**src/posting_delta_vbyte_encoder_defines.svh**
```systemverilog
// Assertion macros shared by the posting encoder RTL.
`ifndef POSTING_DELTA_VBYTE_ENCODER_DEFINES_SVH
`define POSTING_DELTA_VBYTE_ENCODER_DEFINES_SVH

// Checks that the consequent holds in the same cycle as the antecedent.
`define PDVE_ASSERT_SAME(label, clk, rst_n, ante, cons) \
    label: assert property (@(posedge clk) disable iff (!rst_n) (ante) |-> (cons)) \
        else $error("pdve assertion failed");

// Checks that the consequent holds in the cycle after the antecedent.
`define PDVE_ASSERT_NEXT(label, clk, rst_n, ante, cons) \
    label: assert property (@(posedge clk) disable iff (!rst_n) (ante) |=> (cons)) \
        else $error("pdve assertion failed");

`endif

```
**src/pdve_pkg.sv**
```systemverilog
// Types, constants and helper functions of the posting encoder.
package pdve_pkg;

    localparam int MAX_CODE_BYTES = 5;
    localparam int GROUP_BITS     = 7;
    localparam int DOC_W          = 32;
    localparam int TERM_W         = 32;
    localparam int COUNT_W        = 32;
    localparam int OFFSET_W       = 48;
    localparam int TERM_IDX_W     = $clog2(TERM_W);
    localparam int CNT_W          = $clog2(MAX_CODE_BYTES + 1);
    // Queue depth between front and back; a power of two, at least two.
    localparam int QUEUE_DEPTH    = 2;
    localparam int QPTR_W         = $clog2(QUEUE_DEPTH);

    localparam logic [7:0] CONT_FLAG = 8'd128;

    localparam logic ACT_POSTING = 1'b0;
    localparam logic ACT_END     = 1'b1;
    localparam logic KIND_CODE   = 1'b0;
    localparam logic KIND_RECORD = 1'b1;

    typedef logic [CNT_W-1:0] t_cnt;

    typedef struct packed {
        logic              action;
        logic [DOC_W-1:0]  doc_id;
        logic [TERM_W-1:0] term_id;
    } t_in_item;

    typedef struct packed {
        logic                kind;
        logic [7:0]          code_byte;
        logic [DOC_W-1:0]    record_doc;
        logic [COUNT_W-1:0]  record_count;
        logic [COUNT_W-1:0]  record_bytes;
        logic [OFFSET_W-1:0] record_offset;
        logic                last;
    } t_result;

    typedef struct packed {
        logic               rec;
        logic [DOC_W-1:0]   rec_doc;
        logic [COUNT_W-1:0] rec_count;
        logic               code;
        logic [TERM_W-1:0]  value;
        t_cnt               nbytes;
        logic               eos;
    } t_job;

    function automatic logic [COUNT_W-1:0] sat_inc(logic [COUNT_W-1:0] v);
        return (v == '1) ? v : v + COUNT_W'(1);
    endfunction

    function automatic logic [GROUP_BITS-1:0] code_group(logic [TERM_W-1:0] v, t_cnt idx);
        logic [GROUP_BITS-1:0] g;
        int pos;
        g = '0;
        for (int x = 0; x < MAX_CODE_BYTES; x++) begin
            if (idx == CNT_W'(x)) begin
                for (int b = 0; b < GROUP_BITS; b++) begin
                    pos = x * GROUP_BITS + b;
                    if (pos < TERM_W) begin
                        g[b] = v[pos[TERM_IDX_W-1:0]];
                    end
                end
            end
        end
        return g;
    endfunction

    function automatic t_cnt code_len(logic [TERM_W-1:0] v);
        t_cnt n;
        n = CNT_W'(1);
        for (int x = 1; x < MAX_CODE_BYTES; x++) begin
            if (code_group(v, CNT_W'(x)) != '0) begin
                n = CNT_W'(x + 1);
            end
        end
        return n;
    endfunction

endpackage

```
**src/pdve_front.sv**
```systemverilog
// Front end: tracks the open document; turns each posting, and each end that closes a document, into a job.
module pdve_front (
    input  logic              i_clk,
    input  logic              i_rst_n,
    input  logic              i_accept,
    input  pdve_pkg::t_in_item i_item,
    output logic              o_job_push,
    output pdve_pkg::t_job    o_job
);

    logic                           r_open;
    logic [pdve_pkg::DOC_W-1:0]     r_doc;
    logic [pdve_pkg::TERM_W-1:0]    r_prev;
    logic [pdve_pkg::COUNT_W-1:0]   r_count;
    logic                           n_open;
    logic [pdve_pkg::DOC_W-1:0]     n_doc;
    logic [pdve_pkg::TERM_W-1:0]    n_prev;
    logic [pdve_pkg::COUNT_W-1:0]   n_count;
    logic                           doc_change;
    logic                           new_group;
    logic [pdve_pkg::TERM_W-1:0]    value;

    assign doc_change = r_open && (i_item.doc_id != r_doc);
    assign new_group  = !r_open || doc_change;
    assign value      = new_group ? i_item.term_id : i_item.term_id - r_prev;

    always_comb begin
        o_job.rec_doc   = r_doc;
        o_job.rec_count = r_count;
        o_job.value     = value;
        o_job.nbytes    = pdve_pkg::code_len(value);
        n_open          = r_open;
        n_doc           = r_doc;
        n_prev          = r_prev;
        n_count         = r_count;
        if (i_item.action == pdve_pkg::ACT_END) begin
            o_job.rec  = r_open;
            o_job.code = 1'b0;
            o_job.eos  = 1'b1;
            o_job_push = i_accept && r_open;
            n_open     = 1'b0;
            n_doc      = '0;
            n_prev     = '0;
            n_count    = '0;
        end else begin
            o_job.rec  = doc_change;
            o_job.code = 1'b1;
            o_job.eos  = 1'b0;
            o_job_push = i_accept;
            n_open     = 1'b1;
            n_doc      = i_item.doc_id;
            n_prev     = i_item.term_id;
            n_count    = new_group ? pdve_pkg::COUNT_W'(1) : pdve_pkg::sat_inc(r_count);
        end
    end

    always_ff @(posedge i_clk) begin
        if (!i_rst_n) begin
            r_open  <= 1'b0;
            r_doc   <= '0;
            r_prev  <= '0;
            r_count <= '0;
        end else if (i_accept) begin
            r_open  <= n_open;
            r_doc   <= n_doc;
            r_prev  <= n_prev;
            r_count <= n_count;
        end
    end

endmodule

```
**src/pdve_queue.sv**
```systemverilog
// Short job queue that decouples the front end from the byte emitter.
module pdve_queue (
    input  logic           i_clk,
    input  logic           i_rst_n,
    input  logic           i_push,
    input  pdve_pkg::t_job i_data,
    output logic           o_full,
    input  logic           i_pop,
    output pdve_pkg::t_job o_data,
    output logic           o_empty
);

    pdve_pkg::t_job                r_mem [pdve_pkg::QUEUE_DEPTH];
    logic [pdve_pkg::QPTR_W-1:0]   r_wr;
    logic [pdve_pkg::QPTR_W-1:0]   r_rd;
    logic [pdve_pkg::QPTR_W:0]     r_count;
    logic                          do_push;
    logic                          do_pop;

    assign o_full  = (r_count == (pdve_pkg::QPTR_W + 1)'(pdve_pkg::QUEUE_DEPTH));
    assign o_empty = (r_count == '0);
    assign o_data  = r_mem[r_rd];
    assign do_push = i_push && !o_full;
    assign do_pop  = i_pop && !o_empty;

    always_ff @(posedge i_clk) begin
        if (do_push) begin
            r_mem[r_wr] <= i_data;
        end
    end

    always_ff @(posedge i_clk) begin
        if (!i_rst_n) begin
            r_wr    <= '0;
            r_rd    <= '0;
            r_count <= '0;
        end else begin
            if (do_push) begin
                r_wr <= r_wr + pdve_pkg::QPTR_W'(1);
            end
            if (do_pop) begin
                r_rd <= r_rd + pdve_pkg::QPTR_W'(1);
            end
            if (do_push && !do_pop) begin
                r_count <= r_count + (pdve_pkg::QPTR_W + 1)'(1);
            end else if (do_pop && !do_push) begin
                r_count <= r_count - (pdve_pkg::QPTR_W + 1)'(1);
            end
        end
    end

endmodule

```
**src/pdve_back.sv**
```systemverilog
// Back end: emits records and code bytes into the output register, one per cycle while it is empty or being popped.
module pdve_back (
    input  logic              i_clk,
    input  logic              i_rst_n,
    input  logic              i_job_valid,
    input  pdve_pkg::t_job    i_job,
    output logic              o_job_pop,
    input  logic              i_pop,
    output logic              o_empty,
    output pdve_pkg::t_result o_result
);

    logic                           r_out_valid;
    pdve_pkg::t_result              r_out;
    logic                           r_rec_done;
    pdve_pkg::t_cnt                 r_sent;
    logic [pdve_pkg::COUNT_W-1:0]   r_bytes;
    logic [pdve_pkg::OFFSET_W-1:0]  r_offset;
    logic                           emit;
    logic                           emit_rec;
    pdve_pkg::t_cnt                 grp;
    logic                           grp_last;
    pdve_pkg::t_result              n_out;

    assign emit     = i_job_valid && (!r_out_valid || i_pop);
    assign emit_rec = i_job.rec && !r_rec_done;
    assign grp      = i_job.nbytes - pdve_pkg::CNT_W'(1) - r_sent;
    assign grp_last = (grp == '0);
    assign o_job_pop = emit && (emit_rec ? !i_job.code : grp_last);
    assign o_empty  = !r_out_valid;
    assign o_result = r_out;

    always_comb begin
        n_out = '0;
        if (emit_rec) begin
            n_out.kind          = pdve_pkg::KIND_RECORD;
            n_out.record_doc    = i_job.rec_doc;
            n_out.record_count  = i_job.rec_count;
            n_out.record_bytes  = r_bytes;
            n_out.record_offset = r_offset;
            n_out.last          = !i_job.code;
        end else begin
            n_out.kind      = pdve_pkg::KIND_CODE;
            n_out.code_byte = {1'b0, pdve_pkg::code_group(i_job.value, grp)}
                              | (grp_last ? 8'd0 : pdve_pkg::CONT_FLAG);
            n_out.last      = grp_last;
        end
    end

    always_ff @(posedge i_clk) begin
        if (emit) begin
            r_out <= n_out;
        end
    end

    always_ff @(posedge i_clk) begin
        if (!i_rst_n) begin
            r_out_valid <= 1'b0;
            r_rec_done  <= 1'b0;
            r_sent      <= '0;
            r_bytes     <= '0;
            r_offset    <= '0;
        end else begin
            if (emit) begin
                r_out_valid <= 1'b1;
            end else if (i_pop) begin
                r_out_valid <= 1'b0;
            end
            if (emit) begin
                if (emit_rec) begin
                    r_bytes    <= '0;
                    r_offset   <= i_job.eos ? '0
                                  : r_offset + pdve_pkg::OFFSET_W'(r_bytes);
                    r_rec_done <= i_job.code;
                end else begin
                    r_bytes <= pdve_pkg::sat_inc(r_bytes);
                    if (grp_last) begin
                        r_sent     <= '0;
                        r_rec_done <= 1'b0;
                    end else begin
                        r_sent <= r_sent + pdve_pkg::CNT_W'(1);
                    end
                end
            end
        end
    end

endmodule

```
**src/posting_delta_vbyte_encoder.sv**
```systemverilog
// Variable-byte posting encoder with document records: the top level.
// Postings enter through a queue-style port at up to one per cycle while full is
// low; a front end tracks the open document and writes one job per posting, and
// per end of stream that closes an open document, into a two-entry queue, and a
// back end emits one result per cycle from that job into an output register
// while that register is empty or being popped. An item causes one to five code
// bytes for a posting, plus a record when it closes a document, and a record for
// an end of stream that closes an open document (none otherwise). The back end's
// single byte emitter sets the pace. The first result of an item passes through
// the job queue and the output register before it appears on the result ports.
module posting_delta_vbyte_encoder (
    input  logic              i_clk,
    input  logic              i_rst_n,
    input  logic              push,
    output logic              full,
    input  pdve_pkg::t_in_item i_item,
    output logic              empty,
    input  logic              pop,
    output pdve_pkg::t_result o_result
);

`include "posting_delta_vbyte_encoder_defines.svh"

    logic           accept;
    logic           job_push;
    pdve_pkg::t_job front_job;
    pdve_pkg::t_job head_job;
    logic           q_empty;
    logic           job_pop;
    logic           out_is_code;
    logic           posting_accept;

    assign accept = push && !full;

    pdve_front u_front (
        .i_clk      (i_clk),
        .i_rst_n    (i_rst_n),
        .i_accept   (accept),
        .i_item     (i_item),
        .o_job_push (job_push),
        .o_job      (front_job)
    );

    pdve_queue u_queue (
        .i_clk   (i_clk),
        .i_rst_n (i_rst_n),
        .i_push  (job_push),
        .i_data  (front_job),
        .o_full  (full),
        .i_pop   (job_pop),
        .o_data  (head_job),
        .o_empty (q_empty)
    );

    pdve_back u_back (
        .i_clk       (i_clk),
        .i_rst_n     (i_rst_n),
        .i_job_valid (!q_empty),
        .i_job       (head_job),
        .o_job_pop   (job_pop),
        .i_pop       (pop),
        .o_empty     (empty),
        .o_result    (o_result)
    );

    assign out_is_code    = !empty && (o_result.kind == pdve_pkg::KIND_CODE);
    assign posting_accept = accept && (i_item.action == pdve_pkg::ACT_POSTING);

    `PDVE_ASSERT_SAME(a_cont_flag_vs_last, i_clk, i_rst_n, out_is_code, o_result.last == !o_result.code_byte[7])
    `PDVE_ASSERT_SAME(a_code_has_no_record, i_clk, i_rst_n, out_is_code, o_result.record_doc == '0)
    `PDVE_ASSERT_NEXT(a_posting_lands, i_clk, i_rst_n, posting_accept, !q_empty || !empty)

endmodule

```
**config.mk**
```make
export PLATFORM = sky130hd
export DESIGN_NAME = posting_delta_vbyte_encoder
export DESIGN_NICKNAME = d
export VERILOG_FILES = /design/src/pdve_pkg.sv /design/src/pdve_front.sv /design/src/pdve_queue.sv /design/src/pdve_back.sv /design/src/posting_delta_vbyte_encoder.sv
export VERILOG_INCLUDE_DIRS = /design/src /design/src/src
export SDC_FILE = /design/constraint.sdc
export NUM_CORES = 1
export LEC_CHECK = 0
export BUFFER_PORTS_ARGS = -buffer_cell sky130_fd_sc_hd__buf_2
export CORE_UTILIZATION = 55
export CTS_BUF_LIST = sky130_fd_sc_hd__clkbuf_16
export CTS_CLUSTER_SIZE = 28
export DETAILED_ROUTE_END_ITERATION = 10
export PLACE_DENSITY = 0.75
export SYNTH_ARGS = -nofsm -noshare
export SYNTH_HDL_FRONTEND = slang
export SYNTH_SLANG_ARGS = --single-unit
```
**constraint.sdc**
```tcl
create_clock -name i_clk -period 17.37 [get_ports i_clk]
set_clock_uncertainty 0.1 [all_clocks]
set_input_delay 3.474 -clock i_clk [delete_from_list [all_inputs] [get_ports i_clk]]
set_output_delay 3.474 -clock i_clk [all_outputs]
set_load 0.05 [all_outputs]
```
==> impl_metrics.yaml, run 1 <==
global_routing:
  grt_pass1_wl_um: 87800
  grt_max_degree: 111
  grt_usage: 0.237
  grt_pass1_vias: 16500
  antenna_found_initial: 0
  overflow: 0
placed_design:
  dpl_worst_slack_ps: 10170
  port_buffers: 224
  place_area_mm2: 0.0266
  place.gp.congestion: 0.964
  dpl.hpwl_um: 37400
setup_path:
  startpoint_type: "input port"
  rr_worst_depth: 14
  reg2reg_slack_ps: 12290
  required_ps: 17610
  crit_type: "input port to flop"
  r2r-end: "u_queue.r_count[1]"
  crit_arrival_ps: 6770
  path_max_fanout: 64
  worstSetupEndpointType: "flop"
sta:
  fin_crit_ps: 6530
  finalSetupViolations: 0
  clock.fmax_mhz: 153
  setup_ws_ps: 10840
  slew_headroom: 0.136
  slew_viol_final: 0
  worstMarginPinSlew_ps: 1300
  finalCritPeriodShare: 0.376
  tns_ps: 0
  hold_violations: 0
  rsz0062_at_grt: "false"
power_and_ir_drop:
  p_per_area_mw_per_mm2: 154
  p_leak_nw: 10.4
  irDropWorstVdd_uv: 137
logic_synthesis:
  synth_cell_type_count: 91
  synth_area_leaders: "edfxtp_1 (43%), dfxtp_1 (15%), mux2i_1 (3.4%), ha_1 (3.4%), xnor2_1 (3.2%)"
  synth_area_mm2: 0.0250
  ys_warn_count: 0
  yosysTopAreaCellShare: 0.430
  syn_inst: 2160
  syn_nets: 2300
  async_flop_share: 0
  yosys_register_bits: 545
  synth-edff-count: 358
  ys_seq_area_frac: 0.579
  netlist_top_cells_count: "edfxtp_1 (358), nor2_1 (207), dfxtp_1 (187)"
  syn_area_per_cell_um2: 11.6
  synth_top_flop_cell: "edfxtp_1"
  synth_top_cell_by_area: "edfxtp_1"
  synth_most_common_cell: "edfxtp_1"
detailed_routing:
  viasPerCell: 5.65
  first_pass_iters: 6
  wire_per_inst_um: 18.3
  drtIter0Drc: 986
  wirelength_um: 54800
  ant_nets: 0
  vias: 16900
  route.detailed.drc: 0
hold_path:
  worstHoldEndpoint: "u_queue.r_mem[1][66]"
  holdPathStages: 0
  hp-class: "flop to flop"
  min_from: "u_front.r_count[29]"
cts:
  clk_path_buf_depth: 3
  cts_buffers: 55
  cts_root_buffer: "clkbuf_16"
  cts_hold_buf: 0
  cts_sinks: 545
  postCtsSetupBuffers: 0
  clkTransAtPathRegs_ps: 60
  cts_resized: 0
  htree_levels: 2
  cts_tree: "built"
  clock_latency_ps: 610
layout:
  final_util: 0.636
  final_area_mm2: 0.0283
  syn2layout_area_growth_pct: 13.2
  multi_input_area_mm2: 0.00987
  drive_gt1_frac: 0.156
  regArea_mm2: 0.0145
  fin_nets: 2492
  antenna_cells: 0
  fill_cells: 3478
die:
  num_rows: 77
  core_area_mm2: 0.0445
  die_area_mm2: 0.0463
  die_w_um: 215
  dieHeight_um: 215
  ios: 225
  start_util: 0.562
flow_run:
  drv_cap: 0
run_status:
  status: "completed"
## metrics by stage
step	cells	hold WS, ps	power (W)
after floorplan	2160	356	0.00294
after global placement	2887	377	0.00325
after detailed placement	2887	388	0.00327
after CTS	2990	401	0.00442
after global routing	2990	416	0.00456
final	2990	397	0.00437
## per-layer routing
metal | share of wire | up-vias | wire, um | GRT usage
met5 | 0 | - | 0 | 0
met4 | 0.022 | 0 | 1230 | 0.0636
met3 | 0.050 | 92 | 2720 | 0.0372
met2 | 0.48 | 449 | 26500 | 0.396
met1 | 0.44 | 8143 | 24300 | 0.320
li1 | - | 8215 | - | -
## flip-flops by register name (all words and copies together), names as in the netlist, named ones only
signal / count
u_back.o_result: 154
u_back.r_bytes: 32
u_back.r_offset: 48
u_back.r_out_valid: 1
u_back.r_rec_done: 1
u_back.r_sent: 3
u_front.r_count: 32
u_front.r_doc: 32
u_front.r_open: 1
u_front.r_prev: 32
u_queue.r_count: 2
u_queue.r_mem: 204
u_queue.r_rd: 1
u_queue.r_wr: 1
## layout by cell type (no fill, tap or decap), types with 14 or more instances in the layout
master	count
xor2_1	52
dfxtp_1	186
a21o_1	14
nand4_1	42
a21oi_1	146
nor3b_1	65
nand3_1	40
or3_1	14
mux2i_1	86
clkbuf_16	55
and2_1	90
nor3_1	27
o21ai_0	57
nand2_1	102
inv_1	78
ha_1	68
edfxtp_1	358
nor2b_1	76
mux2_2	19
a22o_1	31
xnor2_1	90
o21ai_1	20
buf_2	224
and3_1	16
nor2_1	206
## critical path, stage by stage
cell and delay, ps:
buf_2 110, xnor2_1 240, nand4_1 190, nor4_4 510
nand3_4 620, nand2_1 270, o21ai_0 170, or4_1 500
or4_1 440, nor2_1 160, nor3b_2 70
## where the power goes
part           leakage, nW  internal [W]  switching (W)  total [W]
logic                 4.53      0.000320        0.00111    0.00143
registers             4.96       0.00170      0.0000974    0.00180
clock network        0.895      0.000650       0.000491    0.00114
total                 10.4       0.00267        0.00170    0.00437
## how the worst max path moves through the flow
stage                                endpoint  slack [ps]  depth (start not counted)       start
final                     u_queue.r_mem[0][2]       10840                         11  i_item[63]
after global routing      u_queue.r_mem[0][1]       10600                         11  i_item[41]
after CTS                 u_queue.r_mem[0][2]       10810                         11  i_item[63]
after detailed placement  u_queue.r_mem[0][2]       10170                         11  i_item[63]
after global placement    u_queue.r_mem[0][2]       10290                         11  i_item[63]
after floorplan           u_queue.r_mem[0][0]        8730                          3  i_item[64]
## cells by family after synthesis
logic type	share of synthesized area
mux	0.0493
xor+xnor	0.0497
buf+inv	0.0269
fa+ha+maj	0.0364
compound gates	0.0999
simple gates	0.158
flops	0.579
## layout make-up
| type | instances | share of cell area |
|---|---|---|
| Clock buffer | 55 | 0.0486 |
| Multi-Input combinational cell | 1447 | 0.348 |
| Timing Repair Buffer | 235 | 0.0425 |
| Clock inverter | 48 | 0.0132 |
| Inverter | 68 | 0.00923 |
| Tap cell | 592 | 0.0262 |
| Sequential cell | 545 | 0.512 |
(Power assumes the default switching activity.)
==> run 2, diff against run 1 <==
clock period = 6.67 ns   (was 17.37 ns; I/O delays follow)
==> impl_metrics.yaml, run 2 (synthesis results as in run 1) <==
power_and_ir_drop:
  power_switching_w: 0.00442
  switching_share: 0.383
  p_leak_nw: 10.5
  finalPower_w: 0.0115
  clkPwrFrac: 0.270
  intPower_w: 0.00712
  p_per_area_mw_per_mm2: 406
  irDropWorstVdd_uv: 303
  seqPwrFrac: 0.405
  combPwrFrac: 0.326
detailed_routing:
  vias: 16800
  first_pass_iters: 5
  route.detailed.drc: 0
  drtIter0Drc: 987
  wirelength_um: 54400
  ant_nets: 0
  wire_per_inst_um: 18.2
  viasPerCell: 5.62
placed_design:
  place.gp.congestion: 0.904
  port_buffers: 224
  dpl.hpwl_um: 37200
  placed_cells: 2892
setup_path:
  required_ps: 6910
  crit_start: "i_item[63]"
  reg2reg_slack_ps: 2520
  r2r-end: "u_queue.r_count[1]"
  startpoint_type: "input port"
  crit_arrival_ps: 4710
  worstSetupEndpointType: "flop"
  crit_type: "input port to flop"
  rr_worst_depth: 11
  crit_path_end: "u_queue.r_mem[0][2]"
  path_max_fanout: 64
layout:
  final_common_cell: "edfxtp_1"
  instances_no_fill: 2995
  drive_gt1_frac: 0.159
  multi_input_area_mm2: 0.00987
  max_flop_register: "u_queue.r_mem"
  fill_cells: 3495
  largest_reg_flops: 204
  syn2layout_area_growth_pct: 13.7
  fin_nets: 2496
  layout_common_cells: "edfxtp_1 (358), buf_2 (224), nor2_1 (206)"
  final_util: 0.639
  regArea_mm2: 0.0145
sta:
  worstMarginPinSlew_ps: 1260
  rsz0062_at_grt: "false"
  finalSetupViolations: 0
  hold_ws_ps: 403
  slew_headroom: 0.155
  fin_crit_ps: 4470
  finalCritPeriodShare: 0.670
  tns_ps: 0
  hold_violations: 0
  slew_viol_final: 0
  clock.fmax_mhz: 224
cts:
  clkTransAtPathRegs_ps: 60
  htree_levels: 2
  cts_resized: 0
  cts_tree: "built"
  cts_sinks: 545
  cts_buffers: 54
  postCtsSetupBuffers: 0
  cts_hold_buf: 0
  clock_latency_ps: 610
  cts_root_buffer: "clkbuf_16"
  clk_path_buf_depth: 3
die:
  start_util: 0.562
  core_area_mm2: 0.0445
  die_w_um: 215
  num_rows: 77
  die_area_mm2: 0.0463
  ios: 225
  dieHeight_um: 215
flow_run:
  drv_cap: 0
global_routing:
  grt_pass1_vias: 16400
  grt_max_degree: 111
  grt_pass1_wl_um: 86800
  grt_usage: 0.234
  antenna_found_initial: 3
  overflow: 0
hold_path:
  hp-class: "flop to flop"
run_status:
  status: "completed"
==> run 2: cell count changes in the layout (fill, tap and decap cells not counted), moves of 2 or more <==
cell,previous run,this run
buf_4,11,16
bufinv_16,5,8
clkinv_1,13,10
clkinv_8,2,0
clkinvlp_4,4,2
inv_1,78,75
inv_2,0,2
==> run 2: area by class of cell <==
type / instances / share of cell area
Sequential cell: 545 / 0.510
Multi-Input combinational cell: 1447 / 0.347
Clock buffer: 56 / 0.0493
Timing Repair Buffer: 240 / 0.0436
Tap cell: 592 / 0.0260
Clock inverter: 46 / 0.0154
Inverter: 68 / 0.00919
Antenna cell: 1 / 0.0000880
==> run 2: worst min path at each step <==
stage	startpoint	end	cells after the start
CTS	u_front.r_doc[30]	u_queue.r_mem[0][99]	0
detailed placement	u_front.r_count[27]	u_queue.r_mem[1][64]	0
floorplan	u_front.r_count[14]	u_queue.r_mem[0][51]	0
global route	u_front.r_doc[29]	u_queue.r_mem[0][98]	0
finish	u_front.r_doc[29]	u_queue.r_mem[0][98]	0
global placement	u_front.r_count[27]	u_queue.r_mem[0][64]	0
==> run 2: layer usage <==
layer / wire (um) / GRT usage / share of wire
met2: 25900 / 0.389 / 0.48
met4: 1220 / 0.0704 / 0.022
met5: 25 / 0 / 0.00046
met3: 2880 / 0.0365 / 0.053
met1: 24300 / 0.317 / 0.45
==> run 2: metrics by stage <==
| stage | worst slack [ps] | instance area [um^2] |
|---|---|---|
| floorplan | 171 | 25000 |
| global placement | 1720 | 26600 |
| detailed placement | 1620 | 26600 |
| CTS | 2250 | 28400 |
| global route | 2050 | 28500 |
| finish | 2200 | 28500 |
==> run 2: critical path: stages <==
cell,delay (ps)
buf_2,110
xnor2_1,310
nand4_1,210
nor4_4,490
nand3_4,620
nand2_1,260
o21ai_1,120
or4_1,540
or4_1,440
nor2_1,170
nor3b_2,70
==> run 2: power groups by stage <==
| stage | Combinational (W) | Sequential, W | Clock (W) |
|---|---|---|---|
| 2_1_floorplan | 0.00138 | 0.00628 | 0 |
| 3_3_place_gp | 0.00375 | 0.00473 | 0 |
| 3_5_place_dp | 0.00378 | 0.00475 | 0 |
| 4_1_cts | 0.00379 | 0.00468 | 0.00317 |
| 5_1_grt | 0.00398 | 0.00473 | 0.00330 |
| 6_report | 0.00376 | 0.00467 | 0.00311 |
==> run 3, diff against run 2 <==
CORE_UTILIZATION = 54   (was 55)
PLACE_DENSITY = 0.76   (was 0.75)
clock period = 3.9 ns   (was 6.67 ns; I/O delays follow)
==> impl_metrics.yaml, run 3 (synthesis results as in run 1) <==
run_status:
  status: "completed"
setup_path:
  crit_arrival_ps: 4030
  worst-path-buf-inv: 0
  path_max_fanout: 8
  startpoint_type: "flop"
  cpLargestDelayFamily: "compound AO/OA/AOI/OAI gates"
  crit_chain: "ha_1 > a21oi_1 > o21ai_0 > a2111oi_0 > o21ai_1 > a311oi_2 > o31ai_1 > a21oi_2 > nor2_1 > a211oi_1 > a31o_1"
  worstSetupEndpointType: "flop"
  slowest_delay_ps: 460
  crit_type: "flop to flop"
  required_ps: 4340
  crit_slowest_cell: "dfxtp_1"
global_routing:
  grt_max_degree: 104
  grt_pass1_wl_um: 87400
  antenna_found_initial: 4
  grt.met3_usage: 0.0415
  grt_usage: 0.234
  overflow: 0
  grt_pass1_vias: 16700
  use_met2: 0.394
  grt-busiest-layer: "met2"
  gr-usage-met1: 0.304
detailed_routing:
  first_pass_iters: 5
  ant_nets: 0
  wirelength_um: 55700
  viasPerCell: 5.60
  wire_per_inst_um: 18.3
  drtIter0Drc: 1030
  route.detailed.drc: 0
  vias: 17100
sta:
  finalCritPeriodShare: 0.920
  finalSetupViolations: 0
  slew_headroom: 0.395
  tns_ps: 0
  rsz0062_at_grt: "false"
  slew_viol_final: 0
  worstMarginPinSlew_ps: 907
  clock.fmax_mhz: 279
  fin_crit_ps: 3590
  hold_violations: 0
layout:
  final_common_cell: "edfxtp_1"
  final_area_mm2: 0.0288
  fin_nets: 2543
  layout_common_cells: "edfxtp_1 (358), buf_2 (224), nor2_1 (206)"
  fill_cells: 3545
  largest_reg_flops: 204
  syn2layout_area_growth_pct: 15.1
  drive_gt1_frac: 0.178
  final_util: 0.632
  max_flop_register: "u_queue.r_mem"
  instances_no_fill: 3051
cts:
  cts_hold_buf: 0
  cts_root_buffer: "clkbuf_16"
  cts_buffers: 54
  cts_tree: "built"
  htree_levels: 2
  cts_sinks: 545
  postCtsSetupBuffers: 0
  clkTransAtPathRegs_ps: 60
  clk_path_buf_depth: 3
  clock_latency_ps: 610
  cts_resized: 0
die:
  die_w_um: 217
  core_area_mm2: 0.0456
  dieHeight_um: 217
  die_area_mm2: 0.0472
  start_util: 0.549
  num_rows: 78
  ios: 225
power_and_ir_drop:
  combPwrFrac: 0.338
  seqPwrFrac: 0.405
  intPower_w: 0.0120
  switching_share: 0.389
  clkPwrFrac: 0.257
  finalPower_w: 0.0196
  p_leak_nw: 10.6
  irDropWorstVdd_uv: 555
  power_switching_w: 0.00762
  p_per_area_mw_per_mm2: 681
placed_design:
  place_area_mm2: 0.0270
  placed_cells: 2947
  place.gp.congestion: 0.870
  dpl.hpwl_um: 38500
  port_buffers: 224
flow_run:
  drv_cap: 0
hold_path:
  hp-class: "flop to flop"
run 3: worst reg2reg max path, cell delays in order, from the launching register on:
cell and delay (ps):
dfxtp_1 460, ha_1 360, a21oi_1 250, o21ai_0 240, a2111oi_0 380, o21ai_1 220
a311oi_2 430, o31ai_1 210, a21oi_2 380, nor2_1 120, a211oi_1 260, a31o_1 130
run 3: cell type report:
cell class	instances	area, um^2	share of cell area
diodes	3	7.51	0.000261
clock buffers	57	1430	0.0495
clock inverters	44	315	0.0110
inverters	68	260	0.00904
multi-input cells	1447	9910	0.344
flip-flops and latches	545	14500	0.504
well taps	600	751	0.0261
repair buffers	287	1620	0.0562
run 3: power groups by stage:
stage	Sequential, W	Clock (W)	Combinational [W]
CTS	0.00796	0.00513	0.00667
finish	0.00794	0.00504	0.00661
global route	0.00803	0.00536	0.00703
global placement	0.00804	0	0.00658
detailed placement	0.00808	0	0.00666
floorplan	0.0107	0	0.00244
run 3: layer usage:
layer	vias up	share of wire
li1	8351	-
met1	8166	0.43
met2	475	0.48
met3	99	0.056
met4	4	0.029
met5	-	0.00034
run 3: path summary, 6_finish.rpt:
kind | cells after the start | end | slack [ps] | start
max | 11 | u_back.r_offset[35] | 310 | u_back.r_bytes[18]
max reg2reg | 11 | u_back.r_offset[35] | 310 | u_back.r_bytes[18]
min reg2reg | 0 | u_queue.r_mem[0][96] | 400 | u_front.r_doc[27]
min | 0 | u_queue.r_mem[0][96] | 400 | u_front.r_doc[27]
run 3: per-stage QoR:
stage	setup slack, ps	hold slack [ps]
floorplan	-679	356
global placement	-92.3	377
detailed placement	-135	386
CTS	347	401
global route	66.1	419
finish	313	404
